==> src/design/bmpq_fifo.sv <==
// small register queue, used for the command and result queues
module bmpq_fifo #(
   parameter int WIDTH = 8,
   parameter int DEPTH = 2
) (
   input  logic             clock,
   input  logic             reset,
   input  logic             push,
   input  logic [WIDTH-1:0] push_data,
   output logic             full,
   input  logic             pop,
   output logic [WIDTH-1:0] pop_data,
   output logic             empty
);

   localparam int PW = (DEPTH > 1) ? $clog2(DEPTH) : 1;
   localparam int CW = $clog2(DEPTH + 1);

   logic [WIDTH-1:0] mem_ff [DEPTH];
   logic [PW-1:0]    wr_ptr_ff, wr_ptr_in;
   logic [PW-1:0]    rd_ptr_ff, rd_ptr_in;
   logic [CW-1:0]    count_ff, count_in;
   logic             do_push, do_pop;

   assign full     = (count_ff == CW'(DEPTH));
   assign empty    = (count_ff == '0);
   assign do_push  = push && !full;
   assign do_pop   = pop && !empty;
   assign pop_data = mem_ff[rd_ptr_ff];

   always_comb begin
      wr_ptr_in = wr_ptr_ff;
      rd_ptr_in = rd_ptr_ff;
      count_in  = count_ff;
      if (do_push) begin
         wr_ptr_in = (wr_ptr_ff == PW'(DEPTH - 1)) ? '0 : wr_ptr_ff + PW'(1);
      end
      if (do_pop) begin
         rd_ptr_in = (rd_ptr_ff == PW'(DEPTH - 1)) ? '0 : rd_ptr_ff + PW'(1);
      end
      if (do_push && !do_pop) begin
         count_in = count_ff + CW'(1);
      end else if (do_pop && !do_push) begin
         count_in = count_ff - CW'(1);
      end
   end

   always_ff @(posedge clock) begin
      if (reset) begin
         wr_ptr_ff <= '0;
         rd_ptr_ff <= '0;
         count_ff  <= '0;
      end else begin
         wr_ptr_ff <= wr_ptr_in;
         rd_ptr_ff <= rd_ptr_in;
         count_ff  <= count_in;
      end
      if (do_push) begin
         mem_ff[wr_ptr_ff] <= push_data;
      end
   end

endmodule

==> config.mk <==
export PLATFORM = sky130hd
export DESIGN_NAME = bmpq_fifo
export DESIGN_NICKNAME = d
export VERILOG_FILES = /design/src/design/bmpq_fifo.sv
export SDC_FILE = /design/constraint.sdc
export NUM_CORES = 1
export LEC_CHECK = 0
export BUFFER_PORTS_ARGS = -buffer_cell sky130_fd_sc_hd__buf_2
export CELL_PAD_IN_SITES_DETAIL_PLACEMENT = 1
export CELL_PAD_IN_SITES_GLOBAL_PLACEMENT = 2
export CORE_UTILIZATION = 33
export DETAILED_ROUTE_END_ITERATION = 8
export PLACE_DENSITY = 0.85
export SLEW_MARGIN = 20
export SYNTH_ARGS = -nofsm -noshare
export SYNTH_HDL_FRONTEND = slang
export SYNTH_SLANG_ARGS = --single-unit
==> constraint.sdc <==
create_clock -name clock -period 1.6 [get_ports clock]
set_input_delay 0.32 -clock clock [delete_from_list [all_inputs] [get_ports clock]]
set_output_delay 0.32 -clock clock [all_outputs]
set_load 0.01 [all_outputs]
# Yosys cells after proc, flatten, opt, wreduce, memory -nomap -nowiden
# Memory sizes are Yosys's and may differ from the RTL's. A register that Yosys moved wholly into a read port is not among the register bits.
# Index checks and enable logic that the tools add are counted.
[word_totals]
output_inout_bits = 10
wordCells = 27
ff_bits = 4
in_bits = 12
mem_bits_rw = 16
n_memories = 1
[op_classes]
n_addsub = 4
reduce_logical = 10
mux = 8
n_eq_ne = 1
[mem_list]
columns = ["memory", "words", "width", "rd", "rd_clocked_by_memory_dff", "wr", "line_no", "source"]
rows = [
  ["mem_ff", 2, 8, 1, 1, 1, "19", "logic [WIDTH-1:0] mem_ff [DEPTH];"],
]
[ops]
columns = ["operator", "count"]
rows = [
  ["1-bit two-way mux", 6],
  ["1-bit logical AND", 4],
  ["1-bit zero test", 4],
  ["2-bit two-way mux", 2],
  ["1-bit adder, second input constant", 2],
  ["2-bit by 1-bit adder with 2-bit output, second input constant", 1],
  ["2-bit equality test, second input constant", 1],
  ["2-bit zero test", 1],
  ["2-bit nonzero test", 1],
  ["2-bit by 1-bit subtractor with 2-bit output, second input constant", 1],
]

# Longest topological paths before layout
[depth]
word_depth = 7
mapped_depth = 6
mapped_depth_nobuf = 6

# Least setup slack after synthesis
# OpenSTA, ideal clock, no wires.
[synth_path]
path_type = "register to register"
from = "reg count_ff[1]"
to = "reg count_ff[1]"
n_path_buf = 0
stages_incl_launch_ff = 6
t_arrival_ns = 1.422
setup_time_ns = 0.070
synth_period_minus_slack_ns = 1.492
required_time_ns = 1.530
path_slack_ns = 0.108
cell_sequence = "dfxtp_1 nor2b_2 nor2_1 ha_1 or3_1 a21oi_1"
[synth_between]
elab_chain_cells = 6
word_cells_on_any_way = 15
cone_classes = "add/sub (2); eq/ne (1); mux (2); reduce/logical (10)"
[synth_rtl]
columns = ["item", "line_no", "source"]
rows = [
  ["from (decl)", "22", "logic [CW-1:0] count_ff, count_in;"],
  ["from (signal assigned)", "56", "count_ff <= count_in;"],
  ["2-bit equality test *", "25", "assign full = (count_ff == CW'(DEPTH));"],
  ["net full", "10", "output logic full,"],
  ["1-bit zero test *", "27", "assign do_push = push && !full;"],
  ["1-bit logical AND *", "27", ""],
  ["1-bit zero test", "43", "end else if (do_pop && !do_push) begin"],
  ["1-bit logical AND", "43", ""],
  ["2-bit nonzero test (no source line)", "n/a", ""],
]
# Mark *: on every way through the listed nets, which the timed path passes. The rest lies on a longest branch. The select of a mux whose other input is x is not followed.
# A chain may end at the register's enable or synchronous reset.

# Worst setup path in the final report
[layout_path]
from = "reg count_ff[1]"
to = "reg count_ff[1]"
[layout_between]
elab_chain_cells = 6
word_cells_on_any_way = 15
cone_classes = "add/sub (2); eq/ne (1); mux (2); reduce/logical (10)"
[layout_rtl]
columns = ["item", "line_no"]
rows = [
  ["2-bit equality test or 2-bit zero test (tied branches)", "25, 26"],
  ["1-bit zero test, on equally long branches", "27, 28"],
  ["1-bit logical AND, on equally long branches", "27, 28"],
  ["1-bit zero test, on equally long branches", "43, 41"],
  ["1-bit logical AND, on equally long branches", "43, 41"],
  ["2-bit nonzero test (no source line) or 2-bit two-way mux (tied branches)", "n/a"],
]
# Parallel ways exist; a longest one is shown, timed or not. The select of a mux whose other input is x is not followed.

==> impl_metrics.env <==
export IMPL_outcome="completed"
export IMPL_dpl_instance_area_sq_um=936
export IMPL_reg2regPathDepth=5
export IMPL_clk_pin_slew_ns=0.11
export IMPL_period_needed_ns=1.54
export IMPL_yosys_warnings=0
export IMPL_synth_compound_area_share_pct=3.15
export IMPL_grt_usage_pct=11.5
export IMPL_path_buf_inv=0
export IMPL_routedWlPerCell_um=12.8
export IMPL_period_share_pct=96.0
export IMPL_yosys_area_share_adder_pct=1.58
export IMPL_relSlewSlack_pct=74.8
export IMPL_drc=0
export IMPL_crit_family="simple AND/OR/NAND/NOR gates"
export IMPL_ioPinCount=22
export IMPL_yosys_area_top_type="edfxtp_1"
export IMPL_power_density_nw_per_um2=1530
export IMPL_worst_ep_required_time_ns=1.82
export IMPL_hold_violations=0
export IMPL_crit_chain="nor2b_4 > nor2_1 > ha_1 > or3_1 > a21oi_1"
export IMPL_clkSinkCount=21
export IMPL_worst_slack_ns=0.0633
export IMPL_clock_root_buffer="clkbuf_4"
export IMPL_layout_drive_gt1_share_pct=49.3
export IMPL_die_h_um=51.0
export IMPL_core_area_sq_um=2230
export IMPL_end_kind="register"
export IMPL_drt_first_pass_iters=3
export IMPL_hpwl_um=948
export IMPL_netlist_instances=50
export IMPL_grt_pass1_vias=485
export IMPL_initial_core_util_pct=35.5
export IMPL_ys_seq_area_share_pct=73.2
export IMPL_synth_mux_area_share_pct=11.4
export IMPL_startpoint_type="register"
export IMPL_rsz0062_at_grt="false"
export IMPL_grt_ovfl_total=0
export IMPL_htreeDepth=1
export IMPL_worst_setup_path_type="register to register"
export IMPL_vias_per_cell=4.58
export IMPL_fp_row_count=17
export IMPL_antenna_found_initial=0
export IMPL_synth_xor_area_share_pct=3.31
export IMPL_critPathMaxStageDelay_ns=0.38
export IMPL_port_buffers=21
export IMPL_die_area_sq_um=2600
export IMPL_synth_top_family_by_area="multiplexers"
export IMPL_hold_ws_ns=0.210
export IMPL_die_x_um=51.0
export IMPL_postSynthAreaPerCell_sq_um=15.9
export IMPL_maxCapViolations=0
export IMPL_cp_depth=5
export IMPL_crit_slowest_cell="dfxtp_2"
export IMPL_mostFrequentLayoutCells="buf_2 (21), edfxtp_1 (16), mux2_2 (8)"
export IMPL_grt_max_degree=12
export IMPL_syn_area_sq_um=793
export IMPL_power_uw=1490
export IMPL_holdPathStages=1
export IMPL_post_synth_main_area_contributors="edfxtp_1 (61%), dfxtp_1 (13%), mux2_2 (11%), xor2_1 (3.3%), nor2_1 (2.4%)"
export IMPL_max_freq_mhz=651
export IMPL_vias=472
export IMPL_drt_iter0_drc=2
export IMPL_hold_class="primary input to register"
export IMPL_crit_fanout=5
export IMPL_cts_hold_buf=0
export IMPL_worstMarginPinSlew_ns=0.378
export IMPL_synth_top_area_share_pct=60.6
export IMPL_final_nets=89
export IMPL_worstPathArrival_ns=1.76
export IMPL_clock_path_buffers=2
export IMPL_finalSetupViolCount=0
export IMPL_max_vdd_ir_drop_v=0.000663
export IMPL_fin_area_sq_um=973
export IMPL_drv_slew=0
export IMPL_ys_ff_latch=21
export IMPL_worstSkewPairLatency_ns=0.29
export IMPL_wl_um=1320
export IMPL_synth_simple_area_share_pct=5.84
export IMPL_cts_tree="done"
export IMPL_synth_cell_types=13
export IMPL_final_common_cell="buf_2"
export IMPL_place_gp_congestion=0.603
export IMPL_area_growth_pct=22.7
export IMPL_synth_nets=63
export IMPL_finClkSkew_ns=0.00130
export IMPL_tns_ns=0
export IMPL_dp_slack_ns=0.0179
export IMPL_cts_made_buffers=3
export IMPL_n_antenna_cell=0
export IMPL_p_leak_uw=0.000385
export IMPL_drtAntennaViolNets=0
export IMPL_grt_pass1_wl_um=2080
==> synth_stat cells (all sizes together) <==
library cell   n
nor2           5
and2           1
edfxtp        16
or3            2
o21ai          3
a21oi          2
buf            1
nor2b          1
inv            2
xor2           3
ha             1
dfxtp          5
mux2           8
==> sequential cells by signal, summed over array words and instances, names as in the netlist, named ones only <==
register	cells
wr_ptr_ff	1
count_ff	2
mem_ff	16
rd_ptr_ff	1
==> timing repair <==
action	4_1_cts	5_1_grt
setup buffers	0	0
resized for setup	3	3
setup endpoints to repair	9	9
pin swaps	0	0
hold endpoints to repair	0	0
==> layer usage <==
metal  track usage [%]  vias to the layer above  routed length (um)
li1                  -                      229                   -
met1              12.4                      226                 565
met2              19.5                       15                 664
met3              3.57                        2                  81
met4              6.94                        0                  10
met5                 0                        -                   0
==> worst paths after layout <==
check        slack (ns)                     start                  endpoint
max                0.06  count_ff[1]$_SDFFE_PP0P_  count_ff[1]$_SDFFE_PP0P_
min                0.21              push_data[1]    mem_ff[0][1]$_DFFE_PP_
max reg2reg        0.06  count_ff[1]$_SDFFE_PP0P_  count_ff[1]$_SDFFE_PP0P_
min reg2reg        0.51    wr_ptr_ff$_SDFFE_PP0N_    wr_ptr_ff$_SDFFE_PP0N_
==> final cells by class <==
| cell class | instances | area, sq um |
|---|---|---|
| repair buffers | 22 | 113 |
| well taps | 28 | 35.0 |
| clock buffers | 4 | 26.3 |
| inverters | 2 | 7.51 |
| flip-flops and latches | 21 | 587 |
| multi-input cells | 26 | 205 |
| fillers | 245 | 1260 |
==> worst register-to-register path: stages, from the launching register on <==
cell and delay (ns):
dfxtp_2 0.38, nor2b_4 0.18, nor2_1 0.07, ha_1 0.31
or3_1 0.37, a21oi_1 0.16
==> per-stage QoR <==
step                      cells  utilization (%)
after global routing        103             43.6
after floorplan              50                -
after CTS                   103             43.4
after global placement       99             41.9
after detailed placement     99             41.9
final                       103             43.6
==> where the power goes <==
part | switching (uW) | internal, uW
Clock | 149 | 96.8
Sequential | 79.9 | 707
Combinational | 223 | 233
Total | 452 | 1040
==> cell families (layout without fill, tap and decap cells) <==
logic type                 Yosys count  after routing
DFF                                 21             21
and+or+nand+nor                      9              9
xor gates and xnor gates             3              3
buffers and inverters                3             28
AOI/OAI and AO/OA                    5              5
adders and majority gates            1              1
muxes                                8              8
Power figures use the tool's default switching activity.
