==> src/design/bmpq_pkg.sv <==
// shared types and codes for the bucket min priority queue
package bmpq_pkg;

   localparam int ID_W   = 16;
   localparam int KEY_W  = 8;
   localparam int OKEY_W = 7;

   localparam logic [2:0] KIND_INSERT   = 3'd0;
   localparam logic [2:0] KIND_EXTRACT  = 3'd1;
   localparam logic [2:0] KIND_PEEK     = 3'd2;
   localparam logic [2:0] KIND_DECREASE = 3'd3;
   localparam logic [2:0] KIND_CLEAR    = 3'd4;

   typedef enum logic [2:0] {
      OP_INSERT,
      OP_EXTRACT,
      OP_PEEK,
      OP_DECREASE,
      OP_CLEAR,
      OP_NOP
   } op_type;

   typedef struct packed {
      op_type            op;
      logic              key_ok;
      logic [ID_W-1:0]   item_id;
      logic [KEY_W-1:0]  item_key;
   } cmd_type;

   typedef struct packed {
      logic              ok;
      logic [ID_W-1:0]   out_id;
      logic [OKEY_W-1:0] out_key;
      logic              now_empty;
   } rsp_type;

endpackage

==> src/design/bmpq_fifo.sv <==
// small register queue, used for the command and result queues
module bmpq_fifo #(
   parameter int WIDTH = 8,
   parameter int DEPTH = 2
) (
   input  logic             clock,
   input  logic             reset,
   input  logic             push,
   input  logic [WIDTH-1:0] push_data,
   output logic             full,
   input  logic             pop,
   output logic [WIDTH-1:0] pop_data,
   output logic             empty
);

   localparam int PW = (DEPTH > 1) ? $clog2(DEPTH) : 1;
   localparam int CW = $clog2(DEPTH + 1);

   logic [WIDTH-1:0] mem_ff [DEPTH];
   logic [PW-1:0]    wr_ptr_ff, wr_ptr_in;
   logic [PW-1:0]    rd_ptr_ff, rd_ptr_in;
   logic [CW-1:0]    count_ff, count_in;
   logic             do_push, do_pop;

   assign full     = (count_ff == CW'(DEPTH));
   assign empty    = (count_ff == '0);
   assign do_push  = push && !full;
   assign do_pop   = pop && !empty;
   assign pop_data = mem_ff[rd_ptr_ff];

   always_comb begin
      wr_ptr_in = wr_ptr_ff;
      rd_ptr_in = rd_ptr_ff;
      count_in  = count_ff;
      if (do_push) begin
         wr_ptr_in = (wr_ptr_ff == PW'(DEPTH - 1)) ? '0 : wr_ptr_ff + PW'(1);
      end
      if (do_pop) begin
         rd_ptr_in = (rd_ptr_ff == PW'(DEPTH - 1)) ? '0 : rd_ptr_ff + PW'(1);
      end
      if (do_push && !do_pop) begin
         count_in = count_ff + CW'(1);
      end else if (do_pop && !do_push) begin
         count_in = count_ff - CW'(1);
      end
   end

   always_ff @(posedge clock) begin
      if (reset) begin
         wr_ptr_ff <= '0;
         rd_ptr_ff <= '0;
         count_ff  <= '0;
      end else begin
         wr_ptr_ff <= wr_ptr_in;
         rd_ptr_ff <= rd_ptr_in;
         count_ff  <= count_in;
      end
      if (do_push) begin
         mem_ff[wr_ptr_ff] <= push_data;
      end
   end

endmodule

==> src/design/bmpq_front.sv <==
// front end: accepts operation transactions, decodes them and queues them
module bmpq_front #(
   parameter int MAX_KEY = 127
) (
   input  logic                       clock,
   input  logic                       reset,
   input  logic                       req_push,
   output logic                       req_full,
   input  logic [2:0]                 req_kind,
   input  logic [bmpq_pkg::ID_W-1:0]  req_item_id,
   input  logic [bmpq_pkg::KEY_W-1:0] req_item_key,
   output logic                       cmd_valid,
   output bmpq_pkg::cmd_type          cmd,
   input  logic                       cmd_take
);

   bmpq_pkg::cmd_type                 dec;
   logic [$bits(bmpq_pkg::cmd_type)-1:0] q_out;
   logic                              q_empty;

   always_comb begin
      dec.item_id  = req_item_id;
      dec.item_key = req_item_key;
      dec.key_ok   = (32'(req_item_key) <= 32'(MAX_KEY));
      case (req_kind)
         bmpq_pkg::KIND_INSERT:   dec.op = bmpq_pkg::OP_INSERT;
         bmpq_pkg::KIND_EXTRACT:  dec.op = bmpq_pkg::OP_EXTRACT;
         bmpq_pkg::KIND_PEEK:     dec.op = bmpq_pkg::OP_PEEK;
         bmpq_pkg::KIND_DECREASE: dec.op = bmpq_pkg::OP_DECREASE;
         bmpq_pkg::KIND_CLEAR:    dec.op = bmpq_pkg::OP_CLEAR;
         default:                 dec.op = bmpq_pkg::OP_NOP;
      endcase
   end

   bmpq_fifo #(
      .WIDTH($bits(bmpq_pkg::cmd_type)),
      .DEPTH(2)
   ) u_cmd_q (
      .clock    (clock),
      .reset    (reset),
      .push     (req_push),
      .push_data(dec),
      .full     (req_full),
      .pop      (cmd_take),
      .pop_data (q_out),
      .empty    (q_empty)
   );

   assign cmd       = bmpq_pkg::cmd_type'(q_out);
   assign cmd_valid = !q_empty;

endmodule

==> config.mk <==
export PLATFORM = sky130hd
export DESIGN_NAME = bmpq_front
export DESIGN_NICKNAME = d
export VERILOG_FILES = /design/src/design/bmpq_pkg.sv /design/src/design/bmpq_fifo.sv /design/src/design/bmpq_front.sv
export SDC_FILE = /design/constraint.sdc
export NUM_CORES = 1
export LEC_CHECK = 0
export ABC_AREA = 0
export BUFFER_PORTS_ARGS = -buffer_cell sky130_fd_sc_hd__buf_2
export CORE_MARGIN = 2
export CORE_UTILIZATION = 45
export DETAILED_ROUTE_END_ITERATION = 8
export PLACE_DENSITY = 0.7
export SYNTH_ARGS = -nofsm -noshare
export SYNTH_HDL_FRONTEND = slang
export SYNTH_SLANG_ARGS = --single-unit
==> constraint.sdc <==
create_clock -name clock -period 2.9 [get_ports clock]
set_input_delay 0.58 -clock clock [delete_from_list [all_inputs] [get_ports clock]]
set_output_delay 0.58 -clock clock [all_outputs]
set_load 0.02 [all_outputs]
Word level (Yosys, flattened, before mapping)
Memory sizes are Yosys's and may differ from the RTL's. A register that Yosys moved wholly into a read port is not among the register bits.
Index checks and enable logic that the tools add are counted.
Cells by class
  eq/ne operators: 5
  mux-type cells: 9
  magnitude comparators: 1
  add/subtract/negate cells: 4
  reductions and logical operators: 11
Operator list (count)
  one-hot mux 3 bit (5 select lines): 1
  less-or-equal comparator 8 x 7 -> 1 bit, second input constant: 1
  == test 3 x 2 -> 1 bit, second input constant: 2
  2-to-1 mux 1 bit: 6
  logical AND 1 bit: 4
  zero test 1 bit: 4
  2-to-1 mux 2 bit: 2
  == test 3 x 1 -> 1 bit, second input constant: 1
  == test 3 bit, second input constant: 1
  zero test 3 bit: 1
  adder 1 bit, second input constant: 2
  adder 2 x 1 -> 2 bit, second input constant: 1
  == test 2 bit, second input constant: 1
  zero test 2 bit: 1
  nonzero test 2 bit: 1
  subtractor 2 x 1 -> 2 bit, second input constant: 1
Storage, ports and cells
  register bits: 4
  bits in writable memories: 56
  memories: 1
  output and inout port bits: 30
Memory list
  u_cmd_q.mem_ff: depth 2, width 28, rd ports 1, clocked after Yosys merged registers in 1, wr ports 1, RTL line bmpq_fifo.sv:19  | logic [WIDTH-1:0] mem_ff [DEPTH];

Logic depth before layout (Yosys ltp)
Gate-level depths: netlist of run 1.
  depth in word-level cells: 7
  gate-level depth with buffers: 6
  mapped depth without buffers: 6

Hierarchy
Synthesis of run 1 repeated with hierarchy kept, for this count alone.
Second synthesis, totals
  cell total of the unflattened synthesis: 117
  area total of the unflattened synthesis: 2259.7 um^2
By module, submodules not included
  bmpq_fifo: sequential area each 1781.7 um^2, cells an instance 112, area an instance 2234.6 um^2, times used 1
  bmpq_front: sequential area each 0.0 um^2, cells an instance 5, area an instance 25.0 um^2, times used 1

Worst setup path before layout of run 1
No wires, ideal clock.
  path type: input -> register
  from: in req_push
  to: mem u_cmd_q.mem_ff[0][0] (netlist name) (enable)
  required time: 2517 ps
  data arrival time: 1543 ps
  cell stages on the path: 3
  path slack: 975 ps
  library setup time: 383 ps
  path buffers: 0
  cell sequence: inv_1 or3_1 inv_1
Between the ends
  cells in the longest elaborated chain, start to end: 3
RTL lines
  from (decl): RTL line bmpq_front.sv:7  | input logic req_push,
  logical AND 1 bit: RTL line bmpq_fifo.sv:27  | assign do_push = push && !full;
  2-to-1 mux 1 bit: RTL line bmpq_fifo.sv:58  | if (do_push) begin
  2-to-1 mux 1 bit (not written as such): RTL line bmpq_fifo.sv:59  | mem_ff[wr_ptr_ff] <= push_data;
  to (decl): RTL line bmpq_fifo.sv:19
Every way passes these cells.

==> results of run 1 <==
layer usage:
| layer | global-route usage [%] | vias up |
|---|---|---|
| met5 | 0 | - |
| met4 | 7.94 | 0 |
| met3 | 7.63 | 6 |
| met2 | 26.0 | 42 |
| met1 | 15.8 | 601 |
| li1 | - | 584 |
cell usage in the layout, fill, tap and decap left out:
master / n
or2_2: 1
buf_2: 60
and2_1: 1
clkinv_4: 1
ha_1: 1
nor2_1: 4
inv_1: 3
clkinv_1: 1
edfxtp_1: 56
clkinv_2: 3
or3_1: 2
xor2_1: 3
o21ai_0: 3
a21oi_1: 2
nor2b_2: 1
clkbuf_8: 9
a21o_1: 1
nor2b_1: 1
mux2_2: 28
buf_4: 4
dfxtp_1: 5
clkinvlp_4: 2
power by group through the flow:
stage	logic, mW	registers (mW)	clock network (mW)
finish	0.729	1.16	0.622
global route	0.787	1.18	0.683
CTS	0.740	1.17	0.639
detailed placement	0.739	1.18	0
global placement	0.716	1.17	0
floorplan	0.531	1.16	0
state kept, by name (all words and copies together), names as in the netlist, named ones only:
signal             count
u_cmd_q.count_ff       2
u_cmd_q.mem_ff        56
u_cmd_q.rd_ptr_ff      1
u_cmd_q.wr_ptr_ff      1
cell type report:
class | count | area (sq um) | share of cell area [%]
repair buffers | 64 | 330 | 11.7
clock inverters | 7 | 42.5 | 1.51
clock buffers | 9 | 124 | 4.40
inverters | 3 | 11.3 | 0.400
multi-input cells | 48 | 442 | 15.7
well taps | 67 | 83.8 | 2.98
flip-flops and latches | 61 | 1780 | 63.3
kinds of logic (layout without fill, tap and decap cells):
| kind of cell | Yosys count | in the layout | share of synthesized area [%] |
|---|---|---|---|
| DFF | 61 | 61 | 78.9 |
| buffers and inverters | 7 | 83 | 1.55 |
| and+or+nand+nor | 10 | 10 | 2.44 |
| adders and majority gates | 1 | 1 | 0.554 |
| muxes | 28 | 28 | 14.0 |
| xor gates and xnor gates | 3 | 3 | 1.16 |
| AOI/OAI and AO/OA | 6 | 6 | 1.44 |
worst max-delay path by stage:
stage               cells after the start                               to  slack (ns)
finish                                  3                           cmd[7]        0.55
CTS                                     3                           cmd[2]        0.52
floorplan                               3   u_cmd_q.mem_ff[0][0]$_DFFE_PP_        0.97
global route                            3                           cmd[7]        0.46
detailed placement                      5  u_cmd_q.mem_ff[0][15]$_DFFE_PP_        0.73
global placement                        5  u_cmd_q.mem_ff[0][13]$_DFFE_PP_        0.79
per-stage QoR:
step                      power (mW)  area (sq um)
after floorplan                 1.69          2260
after global placement          1.89          2650
after detailed placement        1.92          2650
after CTS                       2.54          2820
after global routing            2.65          2820
final                           2.51          2820
==> run_results.csv, run 1 <==
group,metric,value,unit
detailed_routing,wl_met2,2.01,mm
worst_setup_path,critPathKind,"reg2out",
floorplanning,rows,25,
cells_and_area,fin_util,58.8,%
worst_setup_path,path_cells,"buf_4 -> mux2_2 -> buf_2",
worst_hold_path,worstHoldStart,"req_item_key[2]",
power,p_sw,802,uW
global_routing,antenna_found_initial,0,
cells_and_area,fin_nets,219,
worst_setup_path,crit_arrival,1.77,ns
global_routing,grt_pass1_vias,1324,
worst_hold_path,worst_hold_path_type,"in2reg",
timing,tns,0,ns
clocking,cts_hold_buf,0,
timing,final-hold-violation-count,0,
worst_setup_path,critPathBufInv,2,
floorplanning,die_w,74.8,um
global_routing,grt.total_usage,15.4,%
worst_setup_path,critPathTopFamily,"flip-flops",
cells_and_area,drive_gt1_share,56.8,%
timing,fin_crit_sh,81.0,%
clocking,clk_path_buf_depth,2,
power,p_seq_share,46.3,%
clocking,cts-htree-levels,3,
power,combinationalPowerShare,29.0,%
floorplanning,initial_core_util,47.2,%
detailed_routing,routed_wl,3.91,mm
worst_setup_path,reg2reg_depth,4,
logic_synthesis,synth_area,2260,sq um
clocking,cts_num_sinks,61,
power,irDropWorstVdd,0.000514,V
cells_and_area,num_antenna_cells,0,
logic_synthesis,ys_warn_count,0,
logic_synthesis,synth_edf_count,56,
cells_and_area,final_cell_count_no_fill,259,
placement,dp_cells,243,
worst_setup_path,required,2.32,ns
power,cellPowerDensity,893,nW/um^2
worst_setup_path,reg2reg_slack,0.99,ns
worst_hold_path,hold_end,"u_cmd_q.mem_ff[0][2]$_DFFE_PP_",
clocking,cts_tree,"done",
timing,drv_slew,0,
clocking,cts_buffers,9,
logic_synthesis,synth-seq-cells,61,
detailed_routing,via_count,1233,
power,p_leak,1.08,nW
detailed_routing,drc,0,
timing,worstMarginPinSlew,0.511,ns
worst_setup_path,path_max_fanout,21,
detailed_routing,post_drt_wl_per_cell,15.1,um
job,cap_violations,0,
global_routing,grt_max_degree,22,
clocking,clk_latency,0.33,ns
worst_setup_path,reg2reg_from,"u_cmd_q.count_ff[1]$_SDFFE_PP0P_",
logic_synthesis,synth_common_cells,"edfxtp_1, mux2_2, dfxtp_1, nor2_1",
placement,globalplace.congestion,0.669,
floorplanning,core,4790,sq um
cells_and_area,fillers,392,
logic_synthesis,synthArstFlopShare,0,%
global_routing,grt_overflow,0,
logic_synthesis,ys_seq_area_share,78.9,%
detailed_routing,met1_length,1.57,mm
timing,slew_headroom,65.9,%
cells_and_area,synthToLayoutAreaGrowth,24.7,%
logic_synthesis,syn_inst,116,
clocking,cts.clk_slew.worst_paths,0.07,ns
detailed_routing,wl_met3,266,um
logic_synthesis,synth_top_area_share,74.5,%
power,pwr-share-clk,24.7,%
logic_synthesis,yosysMostFrequentCell,"edfxtp_1",
timing,min_period,2.35,ns
detailed_routing,first_pass_iters,4,
status,status,"complete, no violations",
logic_synthesis,syn_nets,148,
worst_setup_path,cp-end-kind,"output port",
timing,fin_skew,0.0105,ns
floorplanning,io_pins,61,
worst_setup_path,cp_slowest_cell,"dfxtp_1",
worst_setup_path,slowest_delay,0.53,ns
clocking,cts-root-buf,"clkbuf_8",
placement,dp_hpwl,2.78,mm
floorplanning,die_h,74.8,um
worst_setup_path,reg2reg_to,"u_cmd_q.mem_ff[0][16]$_DFFE_PP_",
placement,dp_slack,0.728,ns
worst_hold_path,whs_path_depth,1,
power,swShare,31.9,%
global_routing,grt_pass1_wl,5.96,mm
detailed_routing,drt-initial-drc-count,47,
clocking,post-cts-setup-buffers,0,
logic_synthesis,avgSynthCellArea,19.5,sq um
worst_setup_path,start_kind,"register",
timing,setup_viol,0,
timing,grt_setup_unrepaired,"false",
logic_synthesis,synth-main-ff-cell,"edfxtp_1",
logic_synthesis,yosysUniqueCellTypes,18,
timing,whs,0.436,ns
detailed_routing,dr.max_layer_used,"met4",
detailed_routing,viasPerCell,4.76,
floorplanning,die-area,5600,sq um
logic_synthesis,ys_top_cells_by_area,"edfxtp_1, mux2_2, dfxtp_1, xor2_1, o21ai_0",
timing,fin_ws,0.551,ns
placement,numPortBuffers,60,
logic_synthesis,synth_largest_area_cell,"edfxtp_1",
timing,max_freq,426,MHz
power,p_int,1.71,mW
clocking,cts_resized,0,
detailed_routing,antenna_left,0,
No activity file was read; power rests on OpenSTA's default activity.
==> run 2: changes to the inputs <==
--- a/config.mk
+++ b/config.mk
@@ -10,7 +10,7 @@
 export CORE_MARGIN = 2
 export CORE_UTILIZATION = 45
 export DETAILED_ROUTE_END_ITERATION = 8
-export PLACE_DENSITY = 0.7
+export PLACE_DENSITY = 0.73
 export SYNTH_ARGS = -nofsm -noshare
 export SYNTH_HDL_FRONTEND = slang
 export SYNTH_SLANG_ARGS = --single-unit
==> constraint.sdc (replaced) <==
create_clock -name clock -period 2 [get_ports clock]
set_input_delay 0.4 -clock clock [delete_from_list [all_inputs] [get_ports clock]]
set_output_delay 0.4 -clock clock [all_outputs]
set_load 0.02 [all_outputs]
==> run 2 against run 1 <==
Worst setup slack got worse by 0.41 ns. Die area did not move. Critical path depth did not move. Combinational power rose by 50%. Clock skew fell by 0.0051 ns. Global-route usage fell by 0.75 points. Non-clock buffer count rose by 1. Worst hold slack got worse by 0.17 ns. Sequential power rose by 44%. Final cell count rose by 0.39%. Count of clock-buffer cells in the layout rose by 3. Via count fell by 4.5%.
==> run_results.csv, run 2 (synthesized netlist as in run 1, its figures left out) <==
group,metric,value,unit
placement,post_dp_cell_area,2670,sq um
clocking,cts.clk_slew.worst_paths,0.06,ns
cells_and_area,num_antenna_cells,0,
placement,globalplace.congestion,0.753,
clocking,cts-htree-levels,3,
clocking,cts-root-buf,"clkbuf_8",
global_routing,grt_pass1_wl,5.72,mm
cells_and_area,layout_common_cells,"buf_2, edfxtp_1, mux2_2",
worst_setup_path,critPathKind,"reg2out",
cells_and_area,top_register,"u_cmd_q.mem_ff",
floorplanning,io_pins,61,
worst_hold_path,worst_hold_path_type,"in2reg",
power,p_leak,1.08,nW
floorplanning,die_h,74.8,um
placement,dp_hpwl,2.59,mm
power,swShare,30.4,%
worst_setup_path,slowest_delay,0.38,ns
floorplanning,initial_core_util,47.2,%
detailed_routing,drt-initial-drc-count,74,
power,p_seq_share,46.4,%
status,status,"complete, no violations",
cells_and_area,reg.largest.list,"u_cmd_q.mem_ff: 56 flops, u_cmd_q.count_ff: 2 flops",
cells_and_area,layout_commonest_cell,"buf_2",
timing,final-hold-violation-count,0,
detailed_routing,first_pass_iters,4,
timing,fin_skew,0.00538,ns
timing,fin_ws,0.144,ns
global_routing,antenna_found_initial,0,
worst_setup_path,crit_arrival,1.46,ns
worst_setup_path,start_kind,"register",
power,combinationalPowerShare,30.2,%
detailed_routing,viasPerCell,4.53,
worst_setup_path,reg2reg_depth,4,
clocking,cts_resized,0,
power,irDropWorstVdd,0.000876,V
global_routing,grt_overflow,0,
floorplanning,core,4790,sq um
power,p_sw,1.09,mW
worst_setup_path,cp-end-kind,"output port",
timing,drv_slew,0,
cells_and_area,fillers,373,
detailed_routing,via_count,1177,
timing,worstMarginPinSlew,0.333,ns
worst_setup_path,required,1.60,ns
clocking,cts_num_sinks,61,
timing,fin_crit_sh,92.8,%
timing,min_period,1.86,ns
cells_and_area,fin_nets,220,
power,p_int,2.50,mW
clocking,cts_tree,"done",
timing,tns,0,ns
placement,dp_slack,0.438,ns
clocking,cts_hold_buf,0,
cells_and_area,synthToLayoutAreaGrowth,24.8,%
worst_setup_path,cp_slowest_cell,"mux2_2",
cells_and_area,drive_gt1_share,53.9,%
clocking,clk_latency,0.32,ns
detailed_routing,antenna_left,0,
global_routing,grt.total_usage,14.7,%
clocking,cts_buffers,9,
timing,slew_headroom,77.5,%
clocking,post-cts-setup-buffers,0,
detailed_routing,drc,0,
worst_setup_path,path_max_fanout,20,
job,cap_violations,0,
timing,max_freq,539,MHz
floorplanning,die-area,5600,sq um
timing,grt_setup_unrepaired,"false",
floorplanning,die_w,74.8,um
timing,setup_viol,0,
detailed_routing,routed_wl,3.74,mm
detailed_routing,post_drt_wl_per_cell,14.4,um
worst_setup_path,path_cells,"buf_4 -> mux2_2 -> buf_2",
placement,numPortBuffers,60,
clocking,clk_path_buf_depth,2,
global_routing,grt_max_degree,29,
power,cellPowerDensity,1280,nW/um^2
cells_and_area,largest_reg_flops,56,
worst_hold_path,whs_path_depth,1,
floorplanning,rows,25,
power,pwr-share-clk,23.4,%
global_routing,grt_pass1_vias,1220,
cells_and_area,fin_area,2820,sq um
[run 2: worst paths after layout]
| check | slack (ns) | endpoint | from |
|---|---|---|---|
| worst max-delay path | 0.14 | cmd[23] | register |
| worst min-delay path | 0.26 | u_cmd_q.mem_ff[1][17]$_DFFE_PP_ | req_item_id[9] |
| worst max register to register | 0.43 | u_cmd_q.count_ff[1]$_SDFFE_PP0P_ | u_cmd_q.count_ff[0]$_SDFFE_PP0P_ |
| worst min register to register | 0.49 | u_cmd_q.wr_ptr_ff$_SDFFE_PP0P_ | u_cmd_q.wr_ptr_ff$_SDFFE_PP0P_ |
[run 2: area by class of cell]
class	instances	area (sq um)	share of cell area, %
Tap cell	67	83.8	2.97
Clock inverter	4	15.0	0.533
Multi-Input combinational cell	48	442	15.7
Inverter	3	11.3	0.399
Clock buffer	12	135	4.79
Timing Repair Buffer	65	350	12.4
Sequential cell	61	1780	63.2
[run 2: critical path, delay by kind of cell, from the launching register on]
family,cells,cell delay (ns)
buf+inv,2,0.43
mux,1,0.38
flops,1,0.32
[run 2: per-stage QoR]
| step | std cells | util, % | total power, mW | hold slack, ns |
|---|---|---|---|---|
| global placement | 244 | 55.8 | 2.76 | 0.467 |
| detailed placement | 244 | 55.8 | 2.79 | 0.486 |
| global route | 260 | 58.9 | 3.78 | 0.248 |
| CTS | 260 | 58.9 | 3.64 | 0.250 |
| floorplan | 116 | - | 2.45 | 0.452 |
| finish | 260 | 58.9 | 3.60 | 0.262 |
[run 2: power by group through the flow]
stage                     clock network, mW  logic, mW  registers, mW
final                                 0.842       1.09           1.67
after CTS                             0.869       1.10           1.67
after floorplan                           0      0.770           1.68
after detailed placement                  0       1.10           1.70
after global placement                    0       1.08           1.68
after global routing                  0.915       1.18           1.69
[run 2: per-layer routing]
| layer | vias to the layer above | track usage, % | part of all wire [%] |
|---|---|---|---|
| met5 | - | 0 | 0 |
| met4 | 0 | 10.7 | 2.4 |
| met3 | 8 | 4.95 | 6.3 |
| met2 | 44 | 22.0 | 49 |
| met1 | 538 | 17.6 | 43 |
| li1 | 587 | - | - |
==> run 3: changes to the inputs <==
--- a/config.mk
+++ b/config.mk
@@ -10,7 +10,7 @@
 export CORE_MARGIN = 2
 export CORE_UTILIZATION = 45
 export DETAILED_ROUTE_END_ITERATION = 8
-export PLACE_DENSITY = 0.73
+export PLACE_DENSITY = 0.7
 export SYNTH_ARGS = -nofsm -noshare
 export SYNTH_HDL_FRONTEND = slang
 export SYNTH_SLANG_ARGS = --single-unit
==> constraint.sdc (replaced) <==
create_clock -name clock -period 1.9 [get_ports clock]
set_input_delay 0.38 -clock clock [delete_from_list [all_inputs] [get_ports clock]]
set_output_delay 0.38 -clock clock [all_outputs]
set_load 0.02 [all_outputs]
==> run 3 against run 2 <==
Utilization fell by 0.16 points. Die area unchanged. Non-clock buffer count is 1 higher. Total power is 4.9% higher. Worst hold slack worse by 0.014 ns. Final area is 0.27% lower. Sequential cell count unchanged. Worst setup slack lost 0.062 ns. Sequential power rose by 5%. Count of clock-buffer cells in the layout decreased by 3. First-iteration DRC count is 41% lower.
==> run_results.csv, run 3 (synthesized netlist as in run 1, its figures left out) <==
group,metric,value,unit
worst_setup_path,path_max_fanout,22,
timing,drv_slew,0,
job,cap_violations,0,
worst_setup_path,critPathKind,"reg2out",
timing,min_period,1.82,ns
worst_setup_path,reg2reg_to,"u_cmd_q.count_ff[1]$_SDFFE_PP0P_",
floorplanning,initial_core_util,47.2,%
detailed_routing,post_drt_wl_per_cell,14.9,um
timing,setup_viol,0,
global_routing,antenna_found_initial,0,
cells_and_area,largest_reg_flops,56,
cells_and_area,layout_common_cells,"buf_2, edfxtp_1, mux2_2",
clocking,clk_latency,0.32,ns
detailed_routing,drc,0,
cells_and_area,reg.largest.list,"u_cmd_q.mem_ff: 56 flops, u_cmd_q.count_ff: 2 flops",
global_routing,grt_max_degree,24,
placement,globalplace.congestion,0.684,
timing,max_freq,550,MHz
global_routing,grt.total_usage,13.9,%
worst_setup_path,critPathBufInv,2,
timing,slew_headroom,73.5,%
floorplanning,die-area,5600,sq um
clocking,cts_buffers,9,
cells_and_area,regArea,1780,sq um
timing,fin_crit_sh,95.7,%
clocking,clk_path_buf_depth,2,
placement,numPortBuffers,60,
timing,tns,0,ns
cells_and_area,num_antenna_cells,0,
clocking,cts-root-buf,"clkbuf_8",
floorplanning,io_pins,61,
clocking,cts-htree-levels,3,
floorplanning,die_h,74.8,um
worst_setup_path,reg2reg_slack,0.29,ns
floorplanning,rows,25,
timing,fin_ws,0.0823,ns
global_routing,grt_pass1_vias,1305,
worst_setup_path,start_kind,"register",
detailed_routing,via_count,1224,
timing,grt_setup_unrepaired,"false",
worst_setup_path,crit_arrival,1.44,ns
cells_and_area,fillers,397,
worst_setup_path,reg2reg_from,"u_cmd_q.count_ff[0]$_SDFFE_PP0P_",
worst_setup_path,cp_slowest_cell,"mux2_2",
floorplanning,die_w,74.8,um
detailed_routing,first_pass_iters,4,
global_routing,grt_overflow,0,
detailed_routing,viasPerCell,4.73,
timing,worstMarginPinSlew,0.393,ns
power,p_leak,1.09,nW
clocking,cts.clk_slew.worst_paths,0.06,ns
worst_hold_path,worst_hold_path_type,"in2reg",
detailed_routing,drt-initial-drc-count,44,
power,cellPowerDensity,1340,nW/um^2
worst_setup_path,path_cells,"buf_6 -> mux2_2 -> buf_2",
worst_setup_path,required,1.52,ns
timing,fin_skew,0.00652,ns
cells_and_area,drive_gt1_share,55.2,%
global_routing,grt_pass1_wl,5.49,mm
cells_and_area,fin_nets,221,
timing,final-hold-violation-count,0,
floorplanning,core,4790,sq um
detailed_routing,routed_wl,3.85,mm
status,status,"complete, no violations",
clocking,cts_tree,"done",
worst_setup_path,critPathTopFamily,"buffers and inverters",
worst_hold_path,whs_path_depth,1,
cells_and_area,multiInputGateArea,442,sq um
worst_setup_path,cp-end-kind,"output port",
cells_and_area,layout_commonest_cell,"buf_2",
placement,dp_hpwl,2.74,mm
power,irDropWorstVdd,0.000721,V
cells_and_area,top_register,"u_cmd_q.mem_ff",
worst_hold_path,worstHoldStart,"req_item_id[4]",
worst_setup_path,reg2reg_depth,4,
worst_setup_path,slowest_delay,0.38,ns
clocking,cts_num_sinks,61,
placement,dp_slack,0.272,ns
detailed_routing,antenna_left,0,
cells_and_area,synthToLayoutAreaGrowth,24.5,%
worst_hold_path,hold_end,"u_cmd_q.mem_ff[1][12]$_DFFE_PP_",
==> run 3: stage by stage <==
stage | util (%) | instances | power [mW] | hold slack, ns | instance area (sq um)
6_report | 58.7 | 259 | 3.77 | 0.249 | 2810
5_1_grt | 58.7 | 259 | 3.95 | 0.242 | 2810
3_5_place_dp | 55.7 | 245 | 2.96 | 0.491 | 2660
3_3_place_gp | 55.7 | 245 | 2.90 | 0.468 | 2660
2_1_floorplan | - | 116 | 2.58 | 0.449 | 2260
4_1_cts | 58.7 | 259 | 3.82 | 0.234 | 2810
==> run 3: final cells by class <==
class / count / share of cell area [%]
Sequential cell: 61 / 63.4
Multi-Input combinational cell: 48 / 15.7
Timing Repair Buffer: 66 / 12.4
Clock buffer: 9 / 4.41
Tap cell: 67 / 2.98
Clock inverter: 5 / 0.712
Inverter: 3 / 0.401
==> run 3: worst max-delay path by stage <==
stage,startpoint,end,slack (ns),cells past startpoint
after floorplan,u_cmd_q.count_ff[1]$_SDFFE_PP0P_,u_cmd_q.mem_ff[0][0]$_DFFE_PP_,0.11,3
after global placement,register,cmd[9],0.37,3
after detailed placement,u_cmd_q.count_ff[0]$_SDFFE_PP0P_,u_cmd_q.count_ff[1]$_SDFFE_PP0P_,0.27,4
after CTS,register,cmd[9],0.06,3
after global routing,register,cmd[9],0.03,3
final,register,cmd[9],0.08,3
==> run 3: where the power goes <==
| part | total [mW] | internal [mW] | switching [mW] | leakage [nW] |
|---|---|---|---|---|
| clock network | 0.856 | 0.437 | 0.419 | 0.0749 |
| registers | 1.76 | 1.69 | 0.0675 | 0.564 |
| logic | 1.15 | 0.481 | 0.674 | 0.448 |
| total | 3.77 | 2.61 | 1.16 | 1.09 |
==> run 3: repair_timing <==
action | CTS | global route
hold buffers | 0 | 0
endpoints found under the hold margin | 0 | 0
buffers inserted | 0 | 0
setup endpoints to repair | 2 | 0
resized for setup | 1 | 0
==> run 3: metal layers <==
layer	GRT usage, %	vias up	share of wire, %
met2	24.9	42	53
met5	0	-	0
met3	4.69	5	7.0
met1	14.0	592	38
met4	8.33	0	1.4
li1	-	585	-
